File: src/rtl/core/i2c_byte_master_assert.svh
// Assertion macros used by the I2C byte master sequencer.
`ifndef I2C_BYTE_MASTER_ASSERT_SVH
`define I2C_BYTE_MASTER_ASSERT_SVH

// Same-cycle implication, quiet during reset.
`define IBM_ASSERT_IMP(lbl, ante, cons, msg) \
  lbl: assert property (@(posedge clk_i) disable iff (!rst_ni) (ante) |-> (cons)) \
    else $error(msg);

// Next-cycle implication, quiet during reset.
`define IBM_ASSERT_NXT(lbl, ante, cons, msg) \
  lbl: assert property (@(posedge clk_i) disable iff (!rst_ni) (ante) |=> (cons)) \
    else $error(msg);

`endif

File: src/rtl/core/ibm_pkg.sv
// Package with types and constants of the I2C byte master.
package ibm_pkg;

  localparam logic [15:0] PHASE_TICKS_RST = 16'd5;
  localparam logic [7:0]  ACK_TIMEOUT_RST = 8'd250;
  localparam logic [7:0]  MSB_MASK        = 8'h80;
  localparam logic [3:0]  BITS_PER_BYTE   = 4'd8;

  typedef enum logic [1:0] {
    CMD_START = 2'd0,
    CMD_STOP  = 2'd1,
    CMD_WRITE = 2'd2,
    CMD_READ  = 2'd3
  } cmd_e;

  typedef enum logic {
    REG_PHASE_TICKS = 1'b0,
    REG_ACK_TIMEOUT = 1'b1
  } reg_e;

  typedef enum logic [4:0] {
    ST_IDLE    = 5'd0,
    ST_STA_A   = 5'd1,
    ST_STA_B   = 5'd2,
    ST_FINISH  = 5'd3,
    ST_STO_A   = 5'd4,
    ST_STO_B   = 5'd5,
    ST_WR_HI   = 5'd7,
    ST_WR_LO   = 5'd8,
    ST_WA_HI   = 5'd9,
    ST_WA_POLL = 5'd10,
    ST_RD_SMP  = 5'd12,
    ST_RD_NEXT = 5'd13,
    ST_AK_HI   = 5'd14,
    ST_AK_LO   = 5'd15,
    ST_AK_REL  = 5'd16
  } step_e;

  typedef struct packed {
    logic [15:0] phase_ticks;
    logic [7:0]  ack_timeout;
  } cfg_t;

  typedef struct packed {
    logic       cmd_valid;
    logic [1:0] mode;
    logic [7:0] tx_byte;
    logic       send_nack;
    logic       sda_in;
  } item_t;

  typedef struct packed {
    logic       scl_out;
    logic       sda_out;
    logic       busy_res;
    logic       done_res;
    logic [7:0] rx_byte;
    logic       ack_error;
  } res_t;

endpackage

File: src/rtl/core/i2c_byte_master.sv
// Top level of the I2C byte master: tick input register, sequencer, result register.
//
//  channel  | handshake                   | payload
//  ---------+-----------------------------+------------------------------------------
//  in       | in_valid_i / in_stall_o     | cmd_valid_i mode_i tx_byte_i send_nack_i sda_in_i
//  out      | out_valid_o / out_stall_i   | scl_out_o sda_out_o busy_res_o done_res_o
//           |                             | rx_byte_o ack_error_o
//  cfg      | APB psel/penable/pready     | paddr pwdata prdata
//
// One tick transfer per cycle unless the output stalls; the result follows in the next cycle.
// The state update of the sequencer is the single combinational step per tick.
// Reset leaves the sequencer's pin levels high and it idle, both pipeline stages empty.
// A stalled output holds both the result register and the input register; ticks resume
// at full rate as soon as out_stall_i drops.
module i2c_byte_master #(
  parameter int PHASE_COUNT_BITS = 16
) (
  input  logic        clk_i,
  input  logic        rst_ni,
  input  logic        in_valid_i,
  output logic        in_stall_o,
  input  logic        cmd_valid_i,
  input  logic [1:0]  mode_i,
  input  logic [7:0]  tx_byte_i,
  input  logic        send_nack_i,
  input  logic        sda_in_i,
  output logic        out_valid_o,
  input  logic        out_stall_i,
  output logic        scl_out_o,
  output logic        sda_out_o,
  output logic        busy_res_o,
  output logic        done_res_o,
  output logic [7:0]  rx_byte_o,
  output logic        ack_error_o,
  input  logic        psel,
  input  logic        penable,
  input  logic        pwrite,
  input  logic [2:0]  paddr,
  input  logic [31:0] pwdata,
  output logic [31:0] prdata,
  output logic        pready
);

  ibm_pkg::cfg_t  cfg;
  ibm_pkg::item_t item_q;
  ibm_pkg::res_t  res, res_q;
  logic           in_vld_q, out_vld_q;
  logic           advance, tick;

  assign advance    = !out_vld_q || !out_stall_i;
  assign tick       = in_vld_q && advance;
  assign in_stall_o = in_vld_q && !advance;

  ibm_cfg u_cfg (
    .clk_i   (clk_i),
    .rst_ni  (rst_ni),
    .psel    (psel),
    .penable (penable),
    .pwrite  (pwrite),
    .paddr   (paddr),
    .pwdata  (pwdata),
    .prdata  (prdata),
    .pready  (pready),
    .cfg_o   (cfg)
  );

  ibm_seq #(
    .PHASE_COUNT_BITS (PHASE_COUNT_BITS)
  ) u_seq (
    .clk_i  (clk_i),
    .rst_ni (rst_ni),
    .tick_i (tick),
    .item_i (item_q),
    .cfg_i  (cfg),
    .res_o  (res)
  );

  always_ff @(posedge clk_i or negedge rst_ni) begin
    if (!rst_ni) begin
      in_vld_q  <= 1'b0;
      out_vld_q <= 1'b0;
    end else begin
      if (!in_stall_o) begin
        in_vld_q <= in_valid_i;
      end
      if (advance) begin
        out_vld_q <= in_vld_q;
      end
    end
  end

  always_ff @(posedge clk_i) begin
    if (!in_stall_o && in_valid_i) begin
      item_q.cmd_valid <= cmd_valid_i;
      item_q.mode      <= mode_i;
      item_q.tx_byte   <= tx_byte_i;
      item_q.send_nack <= send_nack_i;
      item_q.sda_in    <= sda_in_i;
    end
    if (tick) begin
      res_q <= res;
    end
  end

  assign out_valid_o = out_vld_q;
  assign scl_out_o   = res_q.scl_out;
  assign sda_out_o   = res_q.sda_out;
  assign busy_res_o  = res_q.busy_res;
  assign done_res_o  = res_q.done_res;
  assign rx_byte_o   = res_q.rx_byte;
  assign ack_error_o = res_q.ack_error;

endmodule

File: src/rtl/core/ibm_cfg.sv
// APB register file holding phase length and acknowledge timeout.
module ibm_cfg (
  input  logic              clk_i,
  input  logic              rst_ni,
  input  logic              psel,
  input  logic              penable,
  input  logic              pwrite,
  input  logic [2:0]        paddr,
  input  logic [31:0]       pwdata,
  output logic [31:0]       prdata,
  output logic              pready,
  output ibm_pkg::cfg_t     cfg_o
);

  logic [15:0] phase_q;
  logic [7:0]  tmo_q;
  logic        wr_en;

  assign pready = 1'b1;
  assign wr_en  = psel && penable && pwrite;

  always_ff @(posedge clk_i or negedge rst_ni) begin
    if (!rst_ni) begin
      phase_q <= ibm_pkg::PHASE_TICKS_RST;
      tmo_q   <= ibm_pkg::ACK_TIMEOUT_RST;
    end else if (wr_en) begin
      unique case (ibm_pkg::reg_e'(paddr[2]))
        ibm_pkg::REG_PHASE_TICKS: phase_q <= pwdata[15:0];
        ibm_pkg::REG_ACK_TIMEOUT: tmo_q   <= pwdata[7:0];
        default: ;
      endcase
    end
  end

  always_comb begin
    unique case (ibm_pkg::reg_e'(paddr[2]))
      ibm_pkg::REG_PHASE_TICKS: prdata = {16'd0, phase_q};
      ibm_pkg::REG_ACK_TIMEOUT: prdata = {24'd0, tmo_q};
      default:                  prdata = '0;
    endcase
  end

  assign cfg_o.phase_ticks = phase_q;
  assign cfg_o.ack_timeout = tmo_q;

endmodule

File: src/rtl/core/ibm_seq.sv
// Bus sequencer: command state, pin levels and byte shifting, one tick per transfer.
`include "i2c_byte_master_assert.svh"
module ibm_seq #(
  parameter int PHASE_COUNT_BITS = 16
) (
  input  logic           clk_i,
  input  logic           rst_ni,
  input  logic           tick_i,
  input  ibm_pkg::item_t item_i,
  input  ibm_pkg::cfg_t  cfg_i,
  output ibm_pkg::res_t  res_o
);

  localparam int PCB = PHASE_COUNT_BITS;

  ibm_pkg::step_e   step_q, step_d;
  logic [PCB-1:0]   ph_q, ph_d, ph_load, ph_mask;
  logic [3:0]       bit_q, bit_d, bit_inc;
  logic [7:0]       sr_q, sr_d, sr_shl;
  logic [7:0]       wc_q, wc_d;
  logic             scl_q, scl_d, sda_q, sda_d;
  logic             nack_q, nack_d, err_q, err_d;
  logic [7:0]       rx_q, rx_d;
  logic             done;

  // phase load: phase_ticks cut or widened to the counter, zero acts as one
  always_comb begin
    ph_mask = '0;
    for (int i = 0; i < PCB; i++) begin
      if (i < 16) begin
        ph_mask[i] = cfg_i.phase_ticks[i];
      end
    end
    ph_load = (ph_mask == '0) ? PCB'(1) : ph_mask;
  end

  assign bit_inc = bit_q + 4'd1;
  assign sr_shl  = {sr_q[6:0], 1'b0};

  always_comb begin
    step_d = step_q;
    ph_d   = ph_q;
    bit_d  = bit_q;
    sr_d   = sr_q;
    wc_d   = wc_q;
    scl_d  = scl_q;
    sda_d  = sda_q;
    nack_d = nack_q;
    err_d  = err_q;
    rx_d   = rx_q;
    done   = 1'b0;
    if (tick_i) begin
      if (step_q == ibm_pkg::ST_IDLE) begin
        if (item_i.cmd_valid) begin
          ph_d = ph_load;
          unique case (ibm_pkg::cmd_e'(item_i.mode))
            ibm_pkg::CMD_START: begin
              sda_d  = 1'b1;
              scl_d  = 1'b1;
              step_d = ibm_pkg::ST_STA_A;
            end
            ibm_pkg::CMD_STOP: begin
              sda_d  = 1'b0;
              step_d = ibm_pkg::ST_STO_A;
            end
            ibm_pkg::CMD_WRITE: begin
              err_d  = 1'b0;
              sr_d   = item_i.tx_byte;
              bit_d  = '0;
              sda_d  = |(item_i.tx_byte & ibm_pkg::MSB_MASK);
              step_d = ibm_pkg::ST_WR_HI;
            end
            ibm_pkg::CMD_READ: begin
              sr_d   = '0;
              bit_d  = '0;
              nack_d = item_i.send_nack;
              sda_d  = 1'b1;
              scl_d  = 1'b1;
              step_d = ibm_pkg::ST_RD_SMP;
            end
            default: ;
          endcase
        end
      end else if (step_q == ibm_pkg::ST_WA_POLL) begin
        ph_d = '0;
        if (!item_i.sda_in) begin
          scl_d  = 1'b0;
          ph_d   = ph_load;
          step_d = ibm_pkg::ST_FINISH;
        end else if (wc_q >= cfg_i.ack_timeout) begin
          err_d  = 1'b1;
          sda_d  = 1'b0;
          ph_d   = ph_load;
          step_d = ibm_pkg::ST_STO_A;
        end else begin
          wc_d = wc_q + 8'd1;
        end
      end else if (ph_q > PCB'(1)) begin
        ph_d = ph_q - PCB'(1);
      end else begin
        ph_d = ph_load;
        unique case (step_q)
          ibm_pkg::ST_STA_A: begin
            sda_d  = 1'b0;
            step_d = ibm_pkg::ST_STA_B;
          end
          ibm_pkg::ST_STA_B: begin
            scl_d  = 1'b0;
            step_d = ibm_pkg::ST_FINISH;
          end
          ibm_pkg::ST_FINISH: begin
            ph_d   = '0;
            done   = 1'b1;
            step_d = ibm_pkg::ST_IDLE;
          end
          ibm_pkg::ST_STO_A: begin
            scl_d  = 1'b1;
            step_d = ibm_pkg::ST_STO_B;
          end
          ibm_pkg::ST_STO_B: begin
            sda_d  = 1'b1;
            step_d = ibm_pkg::ST_FINISH;
          end
          ibm_pkg::ST_WR_HI: begin
            scl_d  = 1'b1;
            step_d = ibm_pkg::ST_WR_LO;
          end
          ibm_pkg::ST_WR_LO: begin
            scl_d = 1'b0;
            sr_d  = sr_shl;
            bit_d = bit_inc;
            if (bit_inc < ibm_pkg::BITS_PER_BYTE) begin
              sda_d  = sr_shl[7];
              step_d = ibm_pkg::ST_WR_HI;
            end else begin
              sda_d  = 1'b1;
              step_d = ibm_pkg::ST_WA_HI;
            end
          end
          ibm_pkg::ST_WA_HI: begin
            scl_d  = 1'b1;
            wc_d   = '0;
            step_d = ibm_pkg::ST_WA_POLL;
          end
          ibm_pkg::ST_RD_SMP: begin
            sr_d   = {sr_q[6:0], item_i.sda_in};
            scl_d  = 1'b0;
            bit_d  = bit_inc;
            step_d = ibm_pkg::ST_RD_NEXT;
          end
          ibm_pkg::ST_RD_NEXT: begin
            if (bit_q < ibm_pkg::BITS_PER_BYTE) begin
              scl_d  = 1'b1;
              step_d = ibm_pkg::ST_RD_SMP;
            end else begin
              rx_d   = sr_q;
              sda_d  = nack_q;
              step_d = ibm_pkg::ST_AK_HI;
            end
          end
          ibm_pkg::ST_AK_HI: begin
            scl_d  = 1'b1;
            step_d = ibm_pkg::ST_AK_LO;
          end
          ibm_pkg::ST_AK_LO: begin
            scl_d  = 1'b0;
            step_d = nack_q ? ibm_pkg::ST_FINISH : ibm_pkg::ST_AK_REL;
          end
          ibm_pkg::ST_AK_REL: begin
            sda_d  = 1'b1;
            step_d = ibm_pkg::ST_FINISH;
          end
          default: begin
            ph_d   = '0;
            step_d = ibm_pkg::ST_IDLE;
          end
        endcase
      end
    end
  end

  always_ff @(posedge clk_i or negedge rst_ni) begin
    if (!rst_ni) begin
      step_q <= ibm_pkg::ST_IDLE;
      ph_q   <= '0;
      bit_q  <= '0;
      sr_q   <= '0;
      wc_q   <= '0;
      scl_q  <= 1'b1;
      sda_q  <= 1'b1;
      nack_q <= 1'b0;
      err_q  <= 1'b0;
      rx_q   <= '0;
    end else begin
      step_q <= step_d;
      ph_q   <= ph_d;
      bit_q  <= bit_d;
      sr_q   <= sr_d;
      wc_q   <= wc_d;
      scl_q  <= scl_d;
      sda_q  <= sda_d;
      nack_q <= nack_d;
      err_q  <= err_d;
      rx_q   <= rx_d;
    end
  end

  assign res_o.scl_out   = scl_d;
  assign res_o.sda_out   = sda_d;
  assign res_o.busy_res  = (step_d != ibm_pkg::ST_IDLE);
  assign res_o.done_res  = done;
  assign res_o.rx_byte   = rx_d;
  assign res_o.ack_error = err_d;

  `IBM_ASSERT_NXT(a_hold_no_tick, !tick_i, $stable(step_q) && $stable(ph_q), "state moved without a tick")
  `IBM_ASSERT_NXT(a_idle_no_cmd, tick_i && step_q == ibm_pkg::ST_IDLE && !item_i.cmd_valid, step_q == ibm_pkg::ST_IDLE, "left idle without a command")
  `IBM_ASSERT_IMP(a_phase_loaded, step_q != ibm_pkg::ST_IDLE && step_q != ibm_pkg::ST_WA_POLL, ph_q != '0, "phase counter empty in a timed step")
  `IBM_ASSERT_IMP(a_bit_range, 1'b1, bit_q <= ibm_pkg::BITS_PER_BYTE, "bit counter past one byte")

endmodule

File: config.mk
export PLATFORM = sky130hd
export DESIGN_NAME = i2c_byte_master
export DESIGN_NICKNAME = d
export VERILOG_FILES = /design/src/rtl/core/ibm_pkg.sv /design/src/rtl/core/i2c_byte_master.sv /design/src/rtl/core/ibm_cfg.sv /design/src/rtl/core/ibm_seq.sv
export VERILOG_INCLUDE_DIRS = /design/src /design/src/rtl/core
export SDC_FILE = /design/constraint.sdc
export NUM_CORES = 1
export LEC_CHECK = 0
export BUFFER_PORTS_ARGS = -buffer_cell sky130_fd_sc_hd__buf_2
export CORE_MARGIN = 2
export CORE_UTILIZATION = 30
export CTS_CLUSTER_SIZE = 28
export DETAILED_ROUTE_END_ITERATION = 12
export GPL_ROUTABILITY_DRIVEN = 0
export PLACE_DENSITY_LB_ADDON = 0.15
export SYNTH_ARGS = -nofsm -noshare
export SYNTH_HDL_FRONTEND = slang
export SYNTH_HIERARCHICAL = 1
export SYNTH_SLANG_ARGS = --single-unit
File: constraint.sdc
create_clock -name clk_i -period 3.1 [get_ports clk_i]
set_input_delay 0.31 -clock clk_i [delete_from_list [all_inputs] [get_ports clk_i]]
set_output_delay 0.31 -clock clk_i [all_outputs]
set_load 0.01 [all_outputs]
==> out/summary.md <==
For this run, the post-layout net count is 688. The logs give 0.327 for the relative contribution of combinational cells to total power and 0 ns for the final sum of negative setup slack. The kind of start point of the critical path was a flip-flop. Depth of the worst register-to-register path: 10.

Row generation in the floorplan step produced 50 rows. The number of iterations in the first detailed-routing pass was 5; the routed length per placed instance was 16.63 um. The worst hold slack was 0.1236 ns; the mean instance size in the synthesized netlist was 10.40 um^2. Fraction of layout cells with a size suffix above 1: 0.2621. The relative slew slack came out at 0.3130. The leakage power figure was 2.853 nW; the post-synthesis instance area was 5801 um^2. In the synthesized netlist, the cells that appear most often are sky130_fd_sc_hd__dfrtp_1 (69), sky130_fd_sc_hd__nand2_1 (47), sky130_fd_sc_hd__o21ai_0 (46). The setup check on the worst reg-to-reg path leaves a slack of 0.24 ns.

The number of buffers created by CTS was 9; the pre-CTS worst setup slack was 0.2517 ns. In the post-synthesis netlist, the cell with the most instances is sky130_fd_sc_hd__dfrtp_1. In this run the count of I/O pins placed on the die edge is 103. Summed over all layers, the routed wires come to 14670 um.

The number of design rule violations left after detail routing is 0, and the count of buffers added by post-CTS timing repair for setup is 0. For this run the aggregate overflow at the end of global routing stands at 0. The met2 routing resource usage after global routing is 0.2375. IR analysis of the VDD net gives a maximum drop of 268.7 uV. The detail route stage leaves a number of antenna-violating nets equal to 0.

In this run, distinct cell masters in the synthesized netlist total 78. The H-tree was split into 3 levels. The max-capacitance violation count is 0, and the via count of the first global-routing pass is 4453. The average via count per standard cell was 5.113.

The tools report the capture instance of the worst register-to-register path as busy_res_o. For this block, the initial DRC count from the detailed router was 367. The logs give 105 for the number of sinks on the clock net and 10320 um for the placed wire-length estimate. The clock group share of total power was 0.234; the sequential power share was 0.439. After technology mapping, the gate count stands at 558. Along the worst path, the maximum fanout reaches 6. The fraction of power spent switching nets works out to 0.3801. After layout, the worst setup slack is 0.2393 ns. The run gives 2.978 mW as the internal power summed over all cells.

The startpoint of the lowest-slack register-to-register path was u_seq/wc_q[0]. The met1 capacity usage during global routing is 0.2035, and the worst hold path depth is 1. Power spread over the standard cell area amounts to 723.2 nW/um^2. Yosys printed 6 warnings. Clock-pin slew was measured on the worst setup and hold paths at 0.08 ns. The flip-flop cell with the highest count after synthesis is sky130_fd_sc_hd__dfrtp_1.

The core region is 18830 um^2. The worst hold path terminates at item_q[10]. The number of antenna diodes in the final layout is 0. The initial core utilization is 0.3080, and the required time of the critical path is 3.19 ns. The worst hold path class is in -> reg. The die covers 20460 um^2. TritonCTS built the clock tree. Setup repair after global routing left no endpoint under its margin. Once the clock tree was built, the resizer swapped 0 gates to a different size. The critical path is of the reg -> reg type. For the finished layout, the period the worst path requires is 2.861 ns. Category of the worst setup path capture point: a flip-flop.

Data on the critical path arrives at its endpoint at 2.95 ns. The largest total area in the synthesized netlist belongs to sky130_fd_sc_hd__dfrtp_1. The tree is rooted in a sky130_fd_sc_hd__clkbuf_16. The wire length of the first global-routing pass was 23900 um.

The number of antenna violations at the first check in global routing is 0, and the post-route clock skew is 0.01028 ns. The tools report the maximum clock rate as 349.6 MHz. The flop and latch count out of synthesis was 105; the post-route fraction of the period consumed by the critical path was 0.9228. The hold violation count in the final report is 0, and the area growth from synthesis to layout is 14.54%.

Yosys attributes the largest share of cell area to sky130_fd_sc_hd__dfrtp_1 (30%), sky130_fd_sc_hd__edfxtp_1 (13%), sky130_fd_sc_hd__mux2_2 (6.0%), sky130_fd_sc_hd__dfstp_2 (4.5%), sky130_fd_sc_hd__o21ai_0 (4.0%). The run gives 0 as the count of final setup violators. At the pin with the least slew margin, the transition time is 1.031 ns. The async set-reset flop share out of synthesis is 0.7524, and the met3 track utilization from global routing is 0.02549. The flow ran to the end, and the final reports show no timing, DRC or antenna violations.

Launch point of the worst hold path: mode_i[0]. The count of flip-flops with a built-in enable after synthesis is 26. The die is 143.1 um wide. The count of input and output buffers was 67; the number of fill cells was 1905. The run gives 0.4776 as the register area share after synthesis. met2 is the most crowded layer. After clock tree synthesis, the flow added hold-fix buffers numbering 0. In this run the power spent charging and discharging nets is 1.827 mW. The die is 143.1 um tall. Entering global routing, the biggest net connects 80 pins. The share of the synthesized area in the top cell type was 0.2977; the total routing resource utilization after global routing was 0.1496.

The insertion delay to the later sink of the worst-skew pair was 0.36 ns. Total power for the finished layout comes to 4.805 mW. The total count of max-transition violations in the final report was 0.

For the number of buffers on the longest clock path, the log shows 2. The tools report the number of vias after detailed routing as 4510.
## cells in the final DEF (no fill, tap or decap), drive strengths merged, types with 6 or more instances in the layout
cell	instances
nor2	24
inv	25
nand3	24
nand4	6
nor3b	10
dfstp	10
edfxtp	26
buf	83
a221o	6
dfrtp	69
nand2b	8
nor2b	10
nand2	48
nor4	15
conb	17
mux2	41
o21ai	49
o211ai	6
a21oi	25
clkbuf	10
nor3	11
ha	16
## how the worst max path moves through the flow
stage	start	endpoint	slack, ns	cells past startpoint
after CTS	u_seq/wc_q[0]	busy_res_o	0.22	10
final	u_seq/wc_q[0]	busy_res_o	0.24	10
after detailed placement	u_seq/wc_q[0]	busy_res_o	0.25	10
after global placement	u_seq/wc_q[0]	busy_res_o	0.18	10
after global routing	u_seq/ph_q[0]	busy_res_o	0.1	9
after floorplan	out_valid_o	rx_byte_o[0]	0.05	6
## worst max-delay path, stage by stage (launching register included)
cell,delay [ns]
sky130_fd_sc_hd__dfrtp_1,0.44
sky130_fd_sc_hd__inv_1,0.08
sky130_fd_sc_hd__ha_1,0.26
sky130_fd_sc_hd__nand2b_1,0.14
sky130_fd_sc_hd__a2111oi_0,0.40
sky130_fd_sc_hd__buf_4,0.18
sky130_fd_sc_hd__o211ai_1,0.10
sky130_fd_sc_hd__o211ai_1,0.16
sky130_fd_sc_hd__o21a_1,0.20
sky130_fd_sc_hd__o21ai_0,0.12
sky130_fd_sc_hd__or4_1,0.53
## kinds of logic (layout without fill, tap and decap cells)
family	Yosys count	in the layout	synth area share
adder cells (fa/ha/maj)	17	17	0.03624
flip-flops	105	105	0.4776
XOR/XNOR	4	4	0.006041
other	2	17	0.001295
AND/OR/NAND/NOR	181	181	0.1743
buffers and inverters	72	121	0.06385
AO/OA/AOI/OAI	133	133	0.1495
multiplexers	44	44	0.09124
## power by group through the flow
stage	Clock (mW)	Combinational (mW)	Sequential (mW)
floorplan	0	1.23	1.95
global placement	0	1.54	2.12
detailed placement	0	1.57	2.12
CTS	1.16	1.57	2.10
global route	1.23	1.76	2.16
finish	1.12	1.57	2.11
## layout make-up
type | count | area (um^2) | area share
repair buffers | 83 | 457.9 | 0.06893
flip-flops and latches | 105 | 2770 | 0.4169
well taps | 260 | 325.3 | 0.04896
clock buffers | 10 | 229.0 | 0.03446
clock inverters | 6 | 58.81 | 0.008851
inverters | 22 | 82.58 | 0.01243
multi-input cells | 396 | 2720 | 0.4094
## metal layers
layer / vias up / wire length, um
li1: 2140 / -
met2: 129 / 6786
met4: 0 / 296
met1: 2221 / 6987
met3: 20 / 600
met5: - / 0
## stage by stage
step / cells / instance area, um^2 / util
after floorplan: 573 / 5857 / -
after global placement: 866 / 6356 / 0.3375
after detailed placement: 866 / 6356 / 0.3375
after CTS: 882 / 6644 / 0.3528
after global routing: 882 / 6644 / 0.3528
final: 882 / 6644 / 0.3528
## registers in the layout (all words and copies together) (netlist names)
signal,cells
ack_error_o,1
busy_res_o,1
done_res_o,1
in_vld_q,1
item_q,13
out_valid_o,1
rx_byte_o,8
scl_out_o,1
sda_out_o,1
u_cfg/phase_q,16
u_cfg/tmo_q,8
u_seq/bit_q,4
u_seq/err_q,1
u_seq/nack_q,1
u_seq/ph_q,16
u_seq/rx_q,8
u_seq/scl_q,1
u_seq/sda_q,1
u_seq/sr_q,8
u_seq/step_q,5
u_seq/wc_q,8
Note: power is estimated with default switching activity, not from simulation.
